<file path="src/hw/rtl/fpa_pkg.sv">
package fpa_pkg;

  localparam int unsigned DATA_W         = 32;
  localparam int unsigned PROD_W         = 2 * DATA_W;
  localparam int unsigned WIDE_W         = 66;
  localparam int unsigned QUOT_BITS      = 34;
  localparam int unsigned DEF_FRAC_BITS  = 8;
  localparam int unsigned DEF_VALUE_W    = 32;
  localparam int unsigned DEF_QUEUE_DEPTH = 4;

  localparam logic [3:0] ACT_ADD      = 4'd0;
  localparam logic [3:0] ACT_SUB      = 4'd1;
  localparam logic [3:0] ACT_MUL      = 4'd2;
  localparam logic [3:0] ACT_DIV      = 4'd3;
  localparam logic [3:0] ACT_MIN      = 4'd4;
  localparam logic [3:0] ACT_MAX      = 4'd5;
  localparam logic [3:0] ACT_INC      = 4'd6;
  localparam logic [3:0] ACT_DEC      = 4'd7;
  localparam logic [3:0] ACT_TO_INT   = 4'd8;
  localparam logic [3:0] ACT_FROM_INT = 4'd9;

  localparam logic [1:0] KIND_DONE = 2'd0;
  localparam logic [1:0] KIND_MUL  = 2'd1;
  localparam logic [1:0] KIND_DIV  = 2'd2;

  typedef struct packed {
    logic              ovf;
    logic [DATA_W-1:0] val;
  } sat_t;

  typedef struct packed {
    logic [1:0]        kind;
    logic [DATA_W-1:0] mag_a;
    logic [DATA_W-1:0] mag_b;
    logic              neg;
    logic [DATA_W-1:0] res;
    logic              less;
    logic              equal;
    logic              greater;
    logic              ovf;
    logic              dz;
  } item_t;

  typedef struct packed {
    logic                 valid;
    logic [1:0]           kind;
    logic                 neg;
    logic [DATA_W-1:0]    res;
    logic                 less;
    logic                 equal;
    logic                 greater;
    logic                 ovf;
    logic                 dz;
    logic                 huge;
    logic [PROD_W-1:0]    prod;
    logic [DATA_W-1:0]    den;
    logic [DATA_W-1:0]    rem;
    logic [QUOT_BITS-1:0] qt;
    logic [QUOT_BITS-1:0] nlo;
  } stage_t;

  function automatic sat_t saturate(input logic signed [WIDE_W-1:0] v,
                                    input int unsigned w);
    logic signed [WIDE_W-1:0] hi;
    logic signed [WIDE_W-1:0] lo;
    int unsigned              sw;
    sat_t                     s;
    sw = (w > DATA_W) ? DATA_W : w;
    hi = (66'sd1 <<< (sw - 1)) - 66'sd1;
    lo = -hi - 66'sd1;
    if (v > hi) begin
      s.ovf = 1'b1;
      s.val = hi[DATA_W-1:0];
    end else if (v < lo) begin
      s.ovf = 1'b1;
      s.val = lo[DATA_W-1:0];
    end else begin
      s.ovf = 1'b0;
      s.val = v[DATA_W-1:0];
    end
    return s;
  endfunction

endpackage

</file>
<file path="src/hw/rtl/fpa_front.sv">
module fpa_front #(
  parameter int unsigned FRAC_BITS   = fpa_pkg::DEF_FRAC_BITS,
  parameter int unsigned VALUE_WIDTH = fpa_pkg::DEF_VALUE_W
) (
  input  logic [3:0]         action,
  input  logic signed [31:0] operand_a,
  input  logic signed [31:0] operand_b,
  output fpa_pkg::item_t     item
);
  import fpa_pkg::*;

  logic signed [WIDE_W-1:0] a_x;
  logic signed [WIDE_W-1:0] b_x;
  logic signed [WIDE_W-1:0] big;
  logic signed [WIDE_W-1:0] v;
  sat_t                     s;

  assign a_x = {{(WIDE_W-DATA_W){operand_a[DATA_W-1]}}, operand_a};
  assign b_x = {{(WIDE_W-DATA_W){operand_b[DATA_W-1]}}, operand_b};
  assign big = 66'sd1 <<< 40;

  always_comb begin
    item.kind    = KIND_DONE;
    item.mag_a   = operand_a[DATA_W-1] ? (32'd0 - operand_a) : operand_a;
    item.mag_b   = operand_b[DATA_W-1] ? (32'd0 - operand_b) : operand_b;
    item.neg     = operand_a[DATA_W-1] ^ operand_b[DATA_W-1];
    item.less    = operand_a < operand_b;
    item.equal   = operand_a == operand_b;
    item.greater = operand_a > operand_b;
    item.dz      = 1'b0;
    v            = '0;
    case (action)
      ACT_ADD:      v = a_x + b_x;
      ACT_SUB:      v = a_x - b_x;
      ACT_MUL:      item.kind = KIND_MUL;
      ACT_DIV: begin
        if (operand_b == 32'sd0) begin
          item.dz = 1'b1;
          v = (operand_a > 32'sd0) ? big : ((operand_a < 32'sd0) ? -big : '0);
        end else begin
          item.kind = KIND_DIV;
        end
      end
      ACT_MIN:      v = (operand_a <= operand_b) ? a_x : b_x;
      ACT_MAX:      v = (operand_a >= operand_b) ? a_x : b_x;
      ACT_INC:      v = a_x + 66'sd1;
      ACT_DEC:      v = a_x - 66'sd1;
      ACT_TO_INT:   v = a_x >>> FRAC_BITS;
      ACT_FROM_INT: v = a_x <<< FRAC_BITS;
      default:      v = '0;
    endcase
    s        = saturate(v, VALUE_WIDTH);
    item.res = s.val;
    item.ovf = s.ovf & ~item.dz;
  end

endmodule

</file>
<file path="config.mk">
export PLATFORM = sky130hd
export DESIGN_NAME = fpa_front
export DESIGN_NICKNAME = d
export VERILOG_FILES = /design/src/hw/rtl/fpa_pkg.sv /design/src/hw/rtl/fpa_front.sv
export SDC_FILE = /design/constraint.sdc
export NUM_CORES = 1
export LEC_CHECK = 0
export BUFFER_PORTS_ARGS = -buffer_cell sky130_fd_sc_hd__clkbuf_2
export CAP_MARGIN = 25
export CORE_MARGIN = 4
export CORE_UTILIZATION = 55
export DETAILED_ROUTE_END_ITERATION = 8
export PLACE_DENSITY_LB_ADDON = 0.12
export SLEW_MARGIN = 20
export SYNTH_ARGS = -nofsm -noshare
export SYNTH_HDL_FRONTEND = slang
export SYNTH_SLANG_ARGS = --single-unit
</file>
<file path="constraint.sdc">
create_clock -name vclk -period 6.3
set_input_delay 0.945 -clock vclk [all_inputs]
set_output_delay 0.945 -clock vclk [all_outputs]
set_load 0.01 [all_outputs]
</file>
Yosys cells after proc, flatten, opt, wreduce, memory -nomap -nowiden. Cells that the tools add are included.

$add $sub $neg: 6. $mul: 0. Divide/modulo/power cells: 0. $lt $le $gt $ge: 8. Eq/ne operators: 10. Shift-type cells: 0. Multiplexer cells: 14. Bitwise gates (word level): 3. Reduce and logical (&&, ||, !) cells: 2.

Operators by type and width (count): $pmux W66 S9 (1); $mux W66 (5); $gt A66 B32 Y1 const B (1); $lt A66 B32 Y1 const B (1); $mux W33 (2); $mux W32 (2); $sub A1 B32 Y32 const A (2); $add A32 B2 Y33 const B (1); $add A32 B32 Y33 (1); $sub A32 B2 Y33 const B (1); $sub A32 B32 Y33 (1); $eq A32 B32 Y1 (1); $ge A32 B32 Y1 (1); $gt A32 B1 Y1 const B (1); $gt A32 B32 Y1 (1); $le A32 B32 Y1 (1); $logic_not A32 Y1 (1); $lt A32 B1 Y1 const B (1); $lt A32 B32 Y1 (1); $eq A4 B3 Y1 const B (4); $eq A4 B2 Y1 const B (2); $eq A4 B4 Y1 const B (2); $eq A4 B1 Y1 const B (1); $logic_not A4 Y1 (1); 6 further kinds (7).

Bits in registers: 0. Latch bits: 0. RAM bits: 0. Bits in read-only memories: 0. Output and inout port bits: 104. Memories: 0.

Longest topological paths before layout.
Depth after elaboration: 9. Mapped depth: 15.

Least setup slack after synthesis. OpenSTA, ideal clock, no wires.

Kind: in2out. From: in operand_b[9]. To: out item[10] (netlist bit). Arrival time: 4.162 ns. Data required time: 5.355 ns. Slack: 1.193 ns. Stages: 15. Cell sequence: clkbuf_1 > inv_1 > ha_1 > clkbuf_1 > or3b_2 > a31oi_1 > nor3_1 > or4_1 > a311oi_1 > nor3_1 > xnor2_1 > a211oi_1 > a21o_1 > buf_2 > o21ai_1.

RTL lines: start, declared (RTL line fpa_front.sv:7) `input logic signed [31:0] operand_b,`; end, declared (RTL line fpa_front.sv:8) `output fpa_pkg::item_t item`.

==> run_results.csv <==
group,metric,value,unit
detailed_routing,drc_errors,2,
timing,tns,0,ps
floorplanning,chipWidth,131,µm
yosys,ys_warn_count,0,
setup_path,cp-startpoint,"operand_b[26]",
yosys,syn_inst,1288,
floorplanning,rows,44,
setup_path,crit_slowest_cell,"nor3_2",
yosys,syn-cell-area,8330,µm²
setup_path,worst_path_largest_cell_delay,740,ps
cts,postCtsHoldBufs,0,
cells_and_area,seq_cells,0,
placed_design,gp_congestion,1.11,
detailed_routing,vias,11642,
setup_path,required,5350,ps
run_status,violations,"DRC",
placed_design,placed_cell_area,9430,µm²
timing,setup_violations,0,
detailed_routing,firstDrtPassIters,9,
min_path,min_from,"operand_b[0]",
setup_path,cp_common_cell,"clkbuf_2",
timing,worstMarginPinSlew,1020,ps
floorplanning,die_area,17200,µm²
cells_and_area,fin_cells,1591,
cts,cts-resized-gates,0,
cells_and_area,design_area,9430,µm²
cells_and_area,fillers,1470,
setup_path,cp_max_fo,22,
setup_path,crit_type,"primary input to primary output",
global_route,grt_pass1_wl,59900,µm
floorplanning,die_h,131,µm
global_route,antenna_found_initial,0,
timing,hold_viol,0,
timing,max-slew-margin-rel,32.0,%
floorplanning,initial_core_util,56.7,%
placed_design,dp_hpwl,30800,µm
cells_and_area,final_nets,1546,
global_route,grt_start_max_net_pins,40,
floorplanning,core_area,14700,µm²
global_route,grt_pass1_vias,10482,
yosys,ys_top_cells_by_area,"ha_1, xnor2_1, a21oi_1",
detailed_routing,wirelength,39900,µm
power_and_ir_drop,p_per_area,103,nW/µm²
yosys,synth_top_area_cell,"ha_1",
timing,min_period,6000,ps
global_route,gr-total-overflow,0,
cells_and_area,area_growth,13.2,%
yosys,synthDistinctLibCells,79,
detailed_routing,drt_iter0_drc,1815,
placed_design,dp_cells,1591,
timing,timing.fmax,0.167,GHz
run_status,status,"complete, but fails checks",
setup_path,start_kind,"primary input",
timing,slew_viol_final,0,
yosys,yosysSeqAreaShare,0,%
cells_and_area,clkbuf_count,0,
cts,cts_setup_buffers,0,
power_and_ir_drop,leakage,3.98,nW
setup_path,end_kind,"primary output",
detailed_routing,wl_per_cell,25.1,µm
flow_run,maxCapViolations,0,
timing,rsz0062_at_grt,"no",
min_path,hp-class,"primary input to primary output",
setup_path,cp_data_arrival_time,5060,ps
detailed_routing,vias_per_cell,7.32,
timing,period_share,95.3,%
setup_path,crit_chain,"clkbuf_2 > inv_1 > ha_1 > nand4_1 > or3_1 > nor3_1 > o221a_2 > nor4_1 > nor3_2 > buf_4 > mux2_2 > a21oi_1 > o21ai_1 > clkbuf_2",
cells_and_area,multiInputGateArea,7580,µm²
floorplanning,top_level_ports,172,
yosys,syn_avg_cell_area,6.47,µm²
yosys,syn-num-nets,1425,
yosys,synth_top_area_share,10.1,%
placed_design,port_buffers,172,
power_and_ir_drop,p_total,976,µW
cells_and_area,ff_latch_area,0,µm²
cells_and_area,drive_above_1_share,19.8,%
cells_and_area,antenna_cells,0,
global_route,gr-usage-all-layers,44.4,%
power_and_ir_drop,ir_drop,0.0720,mV
cells_and_area,post-route-util,64.2,%
detailed_routing,postRouteAntennaNets,0,
-- kinds of logic after synthesis --
logic type               synth area share (%)
AO/OA/AOI/OAI                            38.1
XOR/XNOR                                 9.67
AND/OR/NAND/NOR                          26.2
adder cells (fa/ha/maj)                  10.5
buffers and inverters                    9.22
multiplexers                             6.25
-- cells in the final DEF (no fill, tap or decap), types with 24 or more instances in the layout --
cell type	instances
clkbuf_2	172
nand2_1	100
nor2_1	88
a21oi_1	88
xnor2_1	83
inv_1	75
o21ai_0	73
ha_1	67
buf_4	60
mux2i_1	43
nor3_1	40
nand3_1	35
o21ai_1	29
nor4_1	25
nand4_1	24
-- Yosys cell counts, types with 8 or more instances --
| cell | instances |
|---|---|
| nor4_1 | 26 |
| a21o_1 | 16 |
| xnor2_1 | 83 |
| or4_1 | 13 |
| and3_1 | 11 |
| and2_1 | 10 |
| o221ai_1 | 17 |
| nor2_1 | 88 |
| o21ai_1 | 29 |
| nand2_1 | 100 |
| mux2_2 | 8 |
| or3_1 | 16 |
| clkbuf_1 | 87 |
| a221oi_1 | 16 |
| a211oi_1 | 18 |
| nor2b_1 | 19 |
| nand3_1 | 35 |
| nand4_1 | 24 |
| mux2i_1 | 43 |
| o21ai_0 | 73 |
| ha_1 | 67 |
| buf_2 | 13 |
| a221o_1 | 10 |
| a21oi_1 | 88 |
| o211ai_1 | 16 |
| nor3_1 | 43 |
| a31oi_1 | 19 |
| a222oi_1 | 16 |
| xor2_1 | 9 |
| o22ai_1 | 16 |
| nand2b_1 | 16 |
| inv_1 | 75 |
| o31ai_1 | 19 |
-- report_power, final --
group	total, mW	switching, mW	internal (mW)	leakage (nW)
Combinational	0.976	0.615	0.361	3.98
Sequential	0	0	0	0
Clock	0	0	0	0
-- final timing paths --
check,end,slack [ps],cells after the start
worst max-delay path,item[17],300,14
worst min-delay path,item[38],2190,2
-- through the flow --
step | hold WS (ps) | setup WS, ps
3_3_place_gp | 2180 | 398
2_1_floorplan | 1940 | 1190
3_5_place_dp | 2180 | 270
6_report | 2190 | 299
5_1_grt | 2200 | 101
4_1_cts | 2180 | 272
-- per-layer routing --
metal,GRT usage [%],share of wire (%),vias up
li1,-,-,5142
met2,68.5,42,1031
met1,57.1,36,5243
met5,0,0,-
met3,7.01,13,226
met4,29.3,8.3,0
-- cell type report --
cell class | count | share of cell area, %
Tap cell | 184 | 2.44
Multi-Input combinational cell | 1098 | 80.4
Inverter | 76 | 3.02
Timing Repair Buffer | 233 | 14.1
-- critical path: cells and delay by family --
kind / cells / cell delay, ps
simple gates: 5 / 1880
buf+inv: 4 / 850
compound gates: 3 / 580
fa+ha+maj: 1 / 430
mux: 1 / 370
Note: power is estimated with default switching activity, not from simulation.
