**src/hw/rtl/fpa_pkg.sv**
```systemverilog
package fpa_pkg;

  localparam int unsigned DATA_W         = 32;
  localparam int unsigned PROD_W         = 2 * DATA_W;
  localparam int unsigned WIDE_W         = 66;
  localparam int unsigned QUOT_BITS      = 34;
  localparam int unsigned DEF_FRAC_BITS  = 8;
  localparam int unsigned DEF_VALUE_W    = 32;
  localparam int unsigned DEF_QUEUE_DEPTH = 4;

  localparam logic [3:0] ACT_ADD      = 4'd0;
  localparam logic [3:0] ACT_SUB      = 4'd1;
  localparam logic [3:0] ACT_MUL      = 4'd2;
  localparam logic [3:0] ACT_DIV      = 4'd3;
  localparam logic [3:0] ACT_MIN      = 4'd4;
  localparam logic [3:0] ACT_MAX      = 4'd5;
  localparam logic [3:0] ACT_INC      = 4'd6;
  localparam logic [3:0] ACT_DEC      = 4'd7;
  localparam logic [3:0] ACT_TO_INT   = 4'd8;
  localparam logic [3:0] ACT_FROM_INT = 4'd9;

  localparam logic [1:0] KIND_DONE = 2'd0;
  localparam logic [1:0] KIND_MUL  = 2'd1;
  localparam logic [1:0] KIND_DIV  = 2'd2;

  typedef struct packed {
    logic              ovf;
    logic [DATA_W-1:0] val;
  } sat_t;

  typedef struct packed {
    logic [1:0]        kind;
    logic [DATA_W-1:0] mag_a;
    logic [DATA_W-1:0] mag_b;
    logic              neg;
    logic [DATA_W-1:0] res;
    logic              less;
    logic              equal;
    logic              greater;
    logic              ovf;
    logic              dz;
  } item_t;

  typedef struct packed {
    logic                 valid;
    logic [1:0]           kind;
    logic                 neg;
    logic [DATA_W-1:0]    res;
    logic                 less;
    logic                 equal;
    logic                 greater;
    logic                 ovf;
    logic                 dz;
    logic                 huge;
    logic [PROD_W-1:0]    prod;
    logic [DATA_W-1:0]    den;
    logic [DATA_W-1:0]    rem;
    logic [QUOT_BITS-1:0] qt;
    logic [QUOT_BITS-1:0] nlo;
  } stage_t;

  function automatic sat_t saturate(input logic signed [WIDE_W-1:0] v,
                                    input int unsigned w);
    logic signed [WIDE_W-1:0] hi;
    logic signed [WIDE_W-1:0] lo;
    int unsigned              sw;
    sat_t                     s;
    sw = (w > DATA_W) ? DATA_W : w;
    hi = (66'sd1 <<< (sw - 1)) - 66'sd1;
    lo = -hi - 66'sd1;
    if (v > hi) begin
      s.ovf = 1'b1;
      s.val = hi[DATA_W-1:0];
    end else if (v < lo) begin
      s.ovf = 1'b1;
      s.val = lo[DATA_W-1:0];
    end else begin
      s.ovf = 1'b0;
      s.val = v[DATA_W-1:0];
    end
    return s;
  endfunction

endpackage

```
**src/hw/rtl/fpa_queue.sv**
```systemverilog
module fpa_queue #(
  parameter int unsigned DEPTH = fpa_pkg::DEF_QUEUE_DEPTH
) (
  input  logic           clk,
  input  logic           rst_n,
  input  logic           wr_en,
  input  fpa_pkg::item_t wr_data,
  input  logic           rd_en,
  output fpa_pkg::item_t rd_data,
  output logic           full,
  output logic           empty
);
  import fpa_pkg::*;

  localparam int unsigned PTR_W = (DEPTH > 1) ? $clog2(DEPTH) : 1;
  localparam int unsigned CNT_W = $clog2(DEPTH + 1);

  item_t              mem_r [DEPTH];
  logic [PTR_W-1:0]   wptr_r, wptr_nxt;
  logic [PTR_W-1:0]   rptr_r, rptr_nxt;
  logic [CNT_W-1:0]   cnt_r, cnt_nxt;
  logic               do_wr;
  logic               do_rd;

  assign full    = cnt_r == CNT_W'(DEPTH);
  assign empty   = cnt_r == '0;
  assign do_wr   = wr_en & ~full;
  assign do_rd   = rd_en & ~empty;
  assign rd_data = mem_r[rptr_r];

  always_comb begin
    wptr_nxt = wptr_r;
    rptr_nxt = rptr_r;
    cnt_nxt  = cnt_r;
    if (do_wr) begin
      wptr_nxt = (wptr_r == PTR_W'(DEPTH - 1)) ? '0 : wptr_r + 1'b1;
    end
    if (do_rd) begin
      rptr_nxt = (rptr_r == PTR_W'(DEPTH - 1)) ? '0 : rptr_r + 1'b1;
    end
    if (do_wr && !do_rd) begin
      cnt_nxt = cnt_r + 1'b1;
    end else if (!do_wr && do_rd) begin
      cnt_nxt = cnt_r - 1'b1;
    end
  end

  always_ff @(posedge clk) begin
    if (!rst_n) begin
      wptr_r <= '0;
      rptr_r <= '0;
      cnt_r  <= '0;
    end else begin
      wptr_r <= wptr_nxt;
      rptr_r <= rptr_nxt;
      cnt_r  <= cnt_nxt;
    end
  end

  always_ff @(posedge clk) begin
    if (do_wr) begin
      mem_r[wptr_r] <= wr_data;
    end
  end

endmodule

```
**config.mk**
```make
export PLATFORM = sky130hd
export DESIGN_NAME = fpa_queue
export DESIGN_NICKNAME = d
export VERILOG_FILES = /design/src/hw/rtl/fpa_pkg.sv /design/src/hw/rtl/fpa_queue.sv
export SDC_FILE = /design/constraint.sdc
export NUM_CORES = 1
export LEC_CHECK = 0
export BUFFER_PORTS_ARGS = -buffer_cell sky130_fd_sc_hd__buf_4
export CAP_MARGIN = 20
export CELL_PAD_IN_SITES_DETAIL_PLACEMENT = 2
export CELL_PAD_IN_SITES_GLOBAL_PLACEMENT = 2
export CORE_ASPECT_RATIO = 1.4
export CORE_MARGIN = 5
export CORE_UTILIZATION = 40
export CTS_CLUSTER_SIZE = 25
export DETAILED_ROUTE_END_ITERATION = 7
export GPL_ROUTABILITY_DRIVEN = 1
export PLACE_DENSITY_LB_ADDON = 0.1
export SLEW_MARGIN = 10
export SYNTH_ARGS = -nofsm -noshare
export SYNTH_HDL_FRONTEND = slang
export SYNTH_SLANG_ARGS = --single-unit
```
**constraint.sdc**
```tcl
create_clock -name clk -period 6.95 [get_ports clk]
set_input_delay 0.695 -clock clk [delete_from_list [all_inputs] [get_ports clk]]
set_output_delay 0.695 -clock clk [all_outputs]
set_load 0.02 [all_outputs]
```
# After elaboration in Yosys (flattened, before gate mapping)
# Memories as Yosys holds them, arrays and structs flattened. A register that Yosys moved wholly into a read port is not among the register bits.
# Index checks and enable logic that the tools add are counted.
[op_classes]
bitwise_logic = 4
n_eq_ne = 3
n_addsub = 4
n_reduce_logical = 6
muxes = 8
[ops]
columns = ["op", "n"]
rows = [
  ["two-way mux 2 bit", 4],
  ["two-way mux 3 bit", 2],
  ["adder 2 x 1 -> 2 bit (second input constant)", 2],
  ["== test 2 bit (second input constant)", 2],
  ["adder 3 x 1 -> 3 bit (second input constant)", 1],
  ["== test 3 bit (second input constant)", 1],
  ["logical NOT 3 bit", 1],
  ["subtractor 3 x 1 -> 3 bit (second input constant)", 1],
  ["AND 1 bit", 2],
  ["logical AND 1 bit", 2],
  ["logical NOT 1 bit", 2],
  ["two-way mux 1 bit", 2],
  ["inverter 1 bit", 2],
  ["nonzero test 2 bit", 1],
]
[word_totals]
regBits = 7
mem_bits_rw = 416
output_inout_bits = 106
input_bits = 108
wordCells = 29
mem_count = 1
[mem_list]
columns = ["memory", "words", "width", "read_ports", "rd_ports_with_merged_regs", "write_ports", "line", "source"]
rows = [
  ["mem_r", 4, 104, 1, 1, 1, "fpa_queue.sv:18", "item_t mem_r [DEPTH];"],
]

# Longest topological paths before layout
[depth]
depth_word = 7
ltp_mapped = 9
depth_no_buf = 8

# Worst setup path after synthesis
# No wires, ideal clock.
[synth_timing]
path_type = "input -> register"
startpoint = "in wr_en"
endpoint = "mem mem_r[0][0] (netlist bit), enable pin"
t_arrival_ps = 3484
n_path_buf = 1
required_time_ps = 6475
cell_stages = 3
slack_ps = 2991
cell_sequence = "nor2b_1 > clkbuf_1 > and2_1"
[synth_between]
elab_chain_len = 3
[synth_rtl]
columns = ["item", "line", "source"]
rows = [
  ["start: declaration", "fpa_queue.sv:6", "input logic wr_en,"],
  ["AND 1 bit", "fpa_queue.sv:27", "assign do_wr = wr_en & ~full;"],
  ["via do_wr", "fpa_queue.sv:22", "logic do_wr;"],
  ["two-way mux 1 bit", "fpa_queue.sv:61", "if (do_wr) begin"],
  ["two-way mux 1 bit (not written as such)", "fpa_queue.sv:62", "mem_r[wptr_r] <= wr_data;"],
  ["end: declaration", "fpa_queue.sv:18", ""],
]
# The timed path passes the listed nets, and every way through them passes these cells.

==> impl_metrics.toml <==
[routing]
drtIter0Drc = 475
ant_nets = 0
met1Wirelength_mm = 12.8
met3_length_mm = 2.26
wl_met2_mm = 18.7
wirelength_mm = 34.6
via_per_inst = 5.02
drc = 0
wire_per_inst_um = 24.8
dr.pass1.iters = 4
routed-via-count = 6988
routed.top_layer = "met5"

[min_path]
min_path_type = "in2reg"

[run]
maxCapViolCount = 0

[global_routing]
track_usage_pct = 16.3
grt_pass1_wl_mm = 52.7
grt_pass1_vias = 8196
grt_max_degree = 66
overflow = 0
antenna_found_initial = 4

[clock_tree]
postCtsHoldBufs = 0
clock_latency_ns = 0.55
cts_resized = 0
path_clk_slew_ns = 0.06
cts_made_buffers = 44
clockBufferDepth = 3
h-tree-depth = 2
cts_tree = "done"
clkSinkCount = 425
root_buffer = "clkbuf_16"
postCtsSetupBuffers = 0

[synthesis]
ys_warn_count = 0
netlist_area_mm2 = 0.0155
syn-num-nets = 710
synth-seq-cells = 425
postSynthAreaPerCell_um2 = 26.0
yosysSeqAreaShare_pct = 81.8
synth_cell_types = 24
syn_inst = 595

[critical_path]
cp_max_fo = 61
cp_slowest_stage_delay_ns = 0.94
cp.arrival_ns = 2.93
required_ns = 6.25
crit_buf_inv = 2
critPathKind = "reg2out"
crit_family = "flip-flops"
end_kind = "primary output"
start_kind = "flop"
path_cells = "buf_12 > mux4_2 > buf_4"
cpMaxStageDelayCell = "dfxtp_4"

[timing]
slew_viol_final = 0
fmaxAchievable_mhz = 276
worst_clock_skew_ns = 0.0139
post-route-period-util_pct = 52.1
hold_viol_final = 0
grt_setup_unrepaired = "false"
tightest_slew_ns = 1.01
fin_setup_tns_ns = 0
finalSetupViolCount = 0
slew_headroom_pct = 32.8
period_needed_ns = 3.62

[floorplan]
core_mm2 = 0.0384
row_count = 85
io_pins = 214
initial_core_util_pct = 40.4
dieArea_mm2 = 0.0428
die_h_um = 243
dieWidth_um = 176

[power]
cellPowerDensity_mw_per_mm2 = 384
ir_drop_uv = 206
power_mw = 7.29
leakagePower_nw = 6.29

[place]
placed_cell_area_mm2 = 0.0176
place_hpwl_mm = 21.4
gp_congestion = 0.706
portBuffers = 213

[outcome]
outcome = "completed"

[cells_and_area]
final_cell_area_mm2 = 0.0190
fin_nets = 949
drive_gt1_share_pct = 44.8
syn2layout_area_growth_pct = 22.4
## Yosys cell counts
cell type / n / area share (%)
nand2_1: 6 / 0.15
edfxtp_1: 416 / 81
xor2_1: 1 / 0.057
nand3_1: 2 / 0.065
mux2i_1: 3 / 0.19
fa_1: 1 / 0.13
nor3_1: 1 / 0.032
o21ai_0: 3 / 0.097
nor3b_1: 1 / 0.048
o31ai_1: 1 / 0.048
and2_1: 5 / 0.20
buf_8: 7 / 0.68
clkbuf_1: 7 / 0.17
or3_1: 1 / 0.040
dfxtp_1: 9 / 1.2
nor2b_1: 2 / 0.081
buf_6: 1 / 0.073
inv_1: 3 / 0.073
a21boi_0: 1 / 0.048
ha_1: 6 / 0.48
buf_2: 11 / 0.36
xnor2_1: 1 / 0.057
mux4_2: 104 / 15
nor2_1: 2 / 0.048
## layer usage
layer  GRT usage (%)  up-vias
li1                -     3045
met1            19.8     3693
met2            28.8      204
met3            4.34       42
met4            4.53        4
met5               0        -
## sequential cells by signal (all words and copies together) (netlist names), named ones only
signal  flops
mem_r     416
cnt_r       3
rptr_r      2
wptr_r      2
## worst reg2reg max path: stages, from the launching register on
cell     delay (ns)
dfxtp_1        0.45
nor3b_1        0.11
nor2b_1        0.47
and2_4         0.76
buf_4          0.85
## worst paths after layout
path | cells past startpoint | to | slack, ns | start
max reg2reg | 4 | mem_r[3][40] | 3.90 | cnt_r[0]
min reg2reg | 2 | wptr_r[1] | 0.52 | wptr_r[1]
min | 1 | mem_r[2][21] | 0.35 | wr_data[21]
max | 3 | rd_data[20] | 3.33 | flop
## per-stage QoR
step / worst slack (ns) / instances / util, % / hold slack (ns)
CTS: 3.18 / 1391 / 49.4 / 0.310
global route: 3.08 / 1393 / 49.4 / 0.318
finish: 3.33 / 1393 / 49.4 / 0.347
detailed placement: 3.54 / 1310 / 45.9 / 0.518
global placement: 3.63 / 1310 / 45.9 / 0.480
floorplan: 2.99 / 595 / - / 0.468
## where the power goes
part           total [mW]  switching [mW]  internal (mW)
Clock                2.19           0.948           1.24
Combinational        1.82           0.976          0.841
Sequential           3.28           0.150           3.13
Total                7.29            2.07           5.21
## placed cells by master (no fill, tap or decap), drive strengths merged, types with 2 or more instances in the layout
cell    count
clkbuf     54
buf       219
inv         3
dfxtp       9
diode       2
nand3       2
clkinv     25
mux4      104
o21ai       3
ha          6
edfxtp    416
nor2b       2
and2        5
nor2        2
nand2       6
mux2i       3
## kinds of logic (layout without fill, tap and decap cells)
kind of cell,Yosys count,in the layout,share of synthesized area [%]
flops,425,425,81.8
mux,107,107,15.3
buf+inv,29,303,1.35
simple gates,20,20,0.662
fa+ha+maj,7,7,0.614
compound gates,5,5,0.194
xor+xnor,2,2,0.113
other cells,0,2,0
## final cells by class
class | count | area (µm²)
fillers | 3324 | 19400
repair buffers | 219 | 1660
multi-input cells | 141 | 2630
flip-flops and latches | 425 | 12700
diodes | 2 | 5.00
clock buffers | 54 | 1180
inverters | 3 | 11.3
well taps | 522 | 653
clock inverters | 27 | 161
Power figures use the tool's default switching activity.
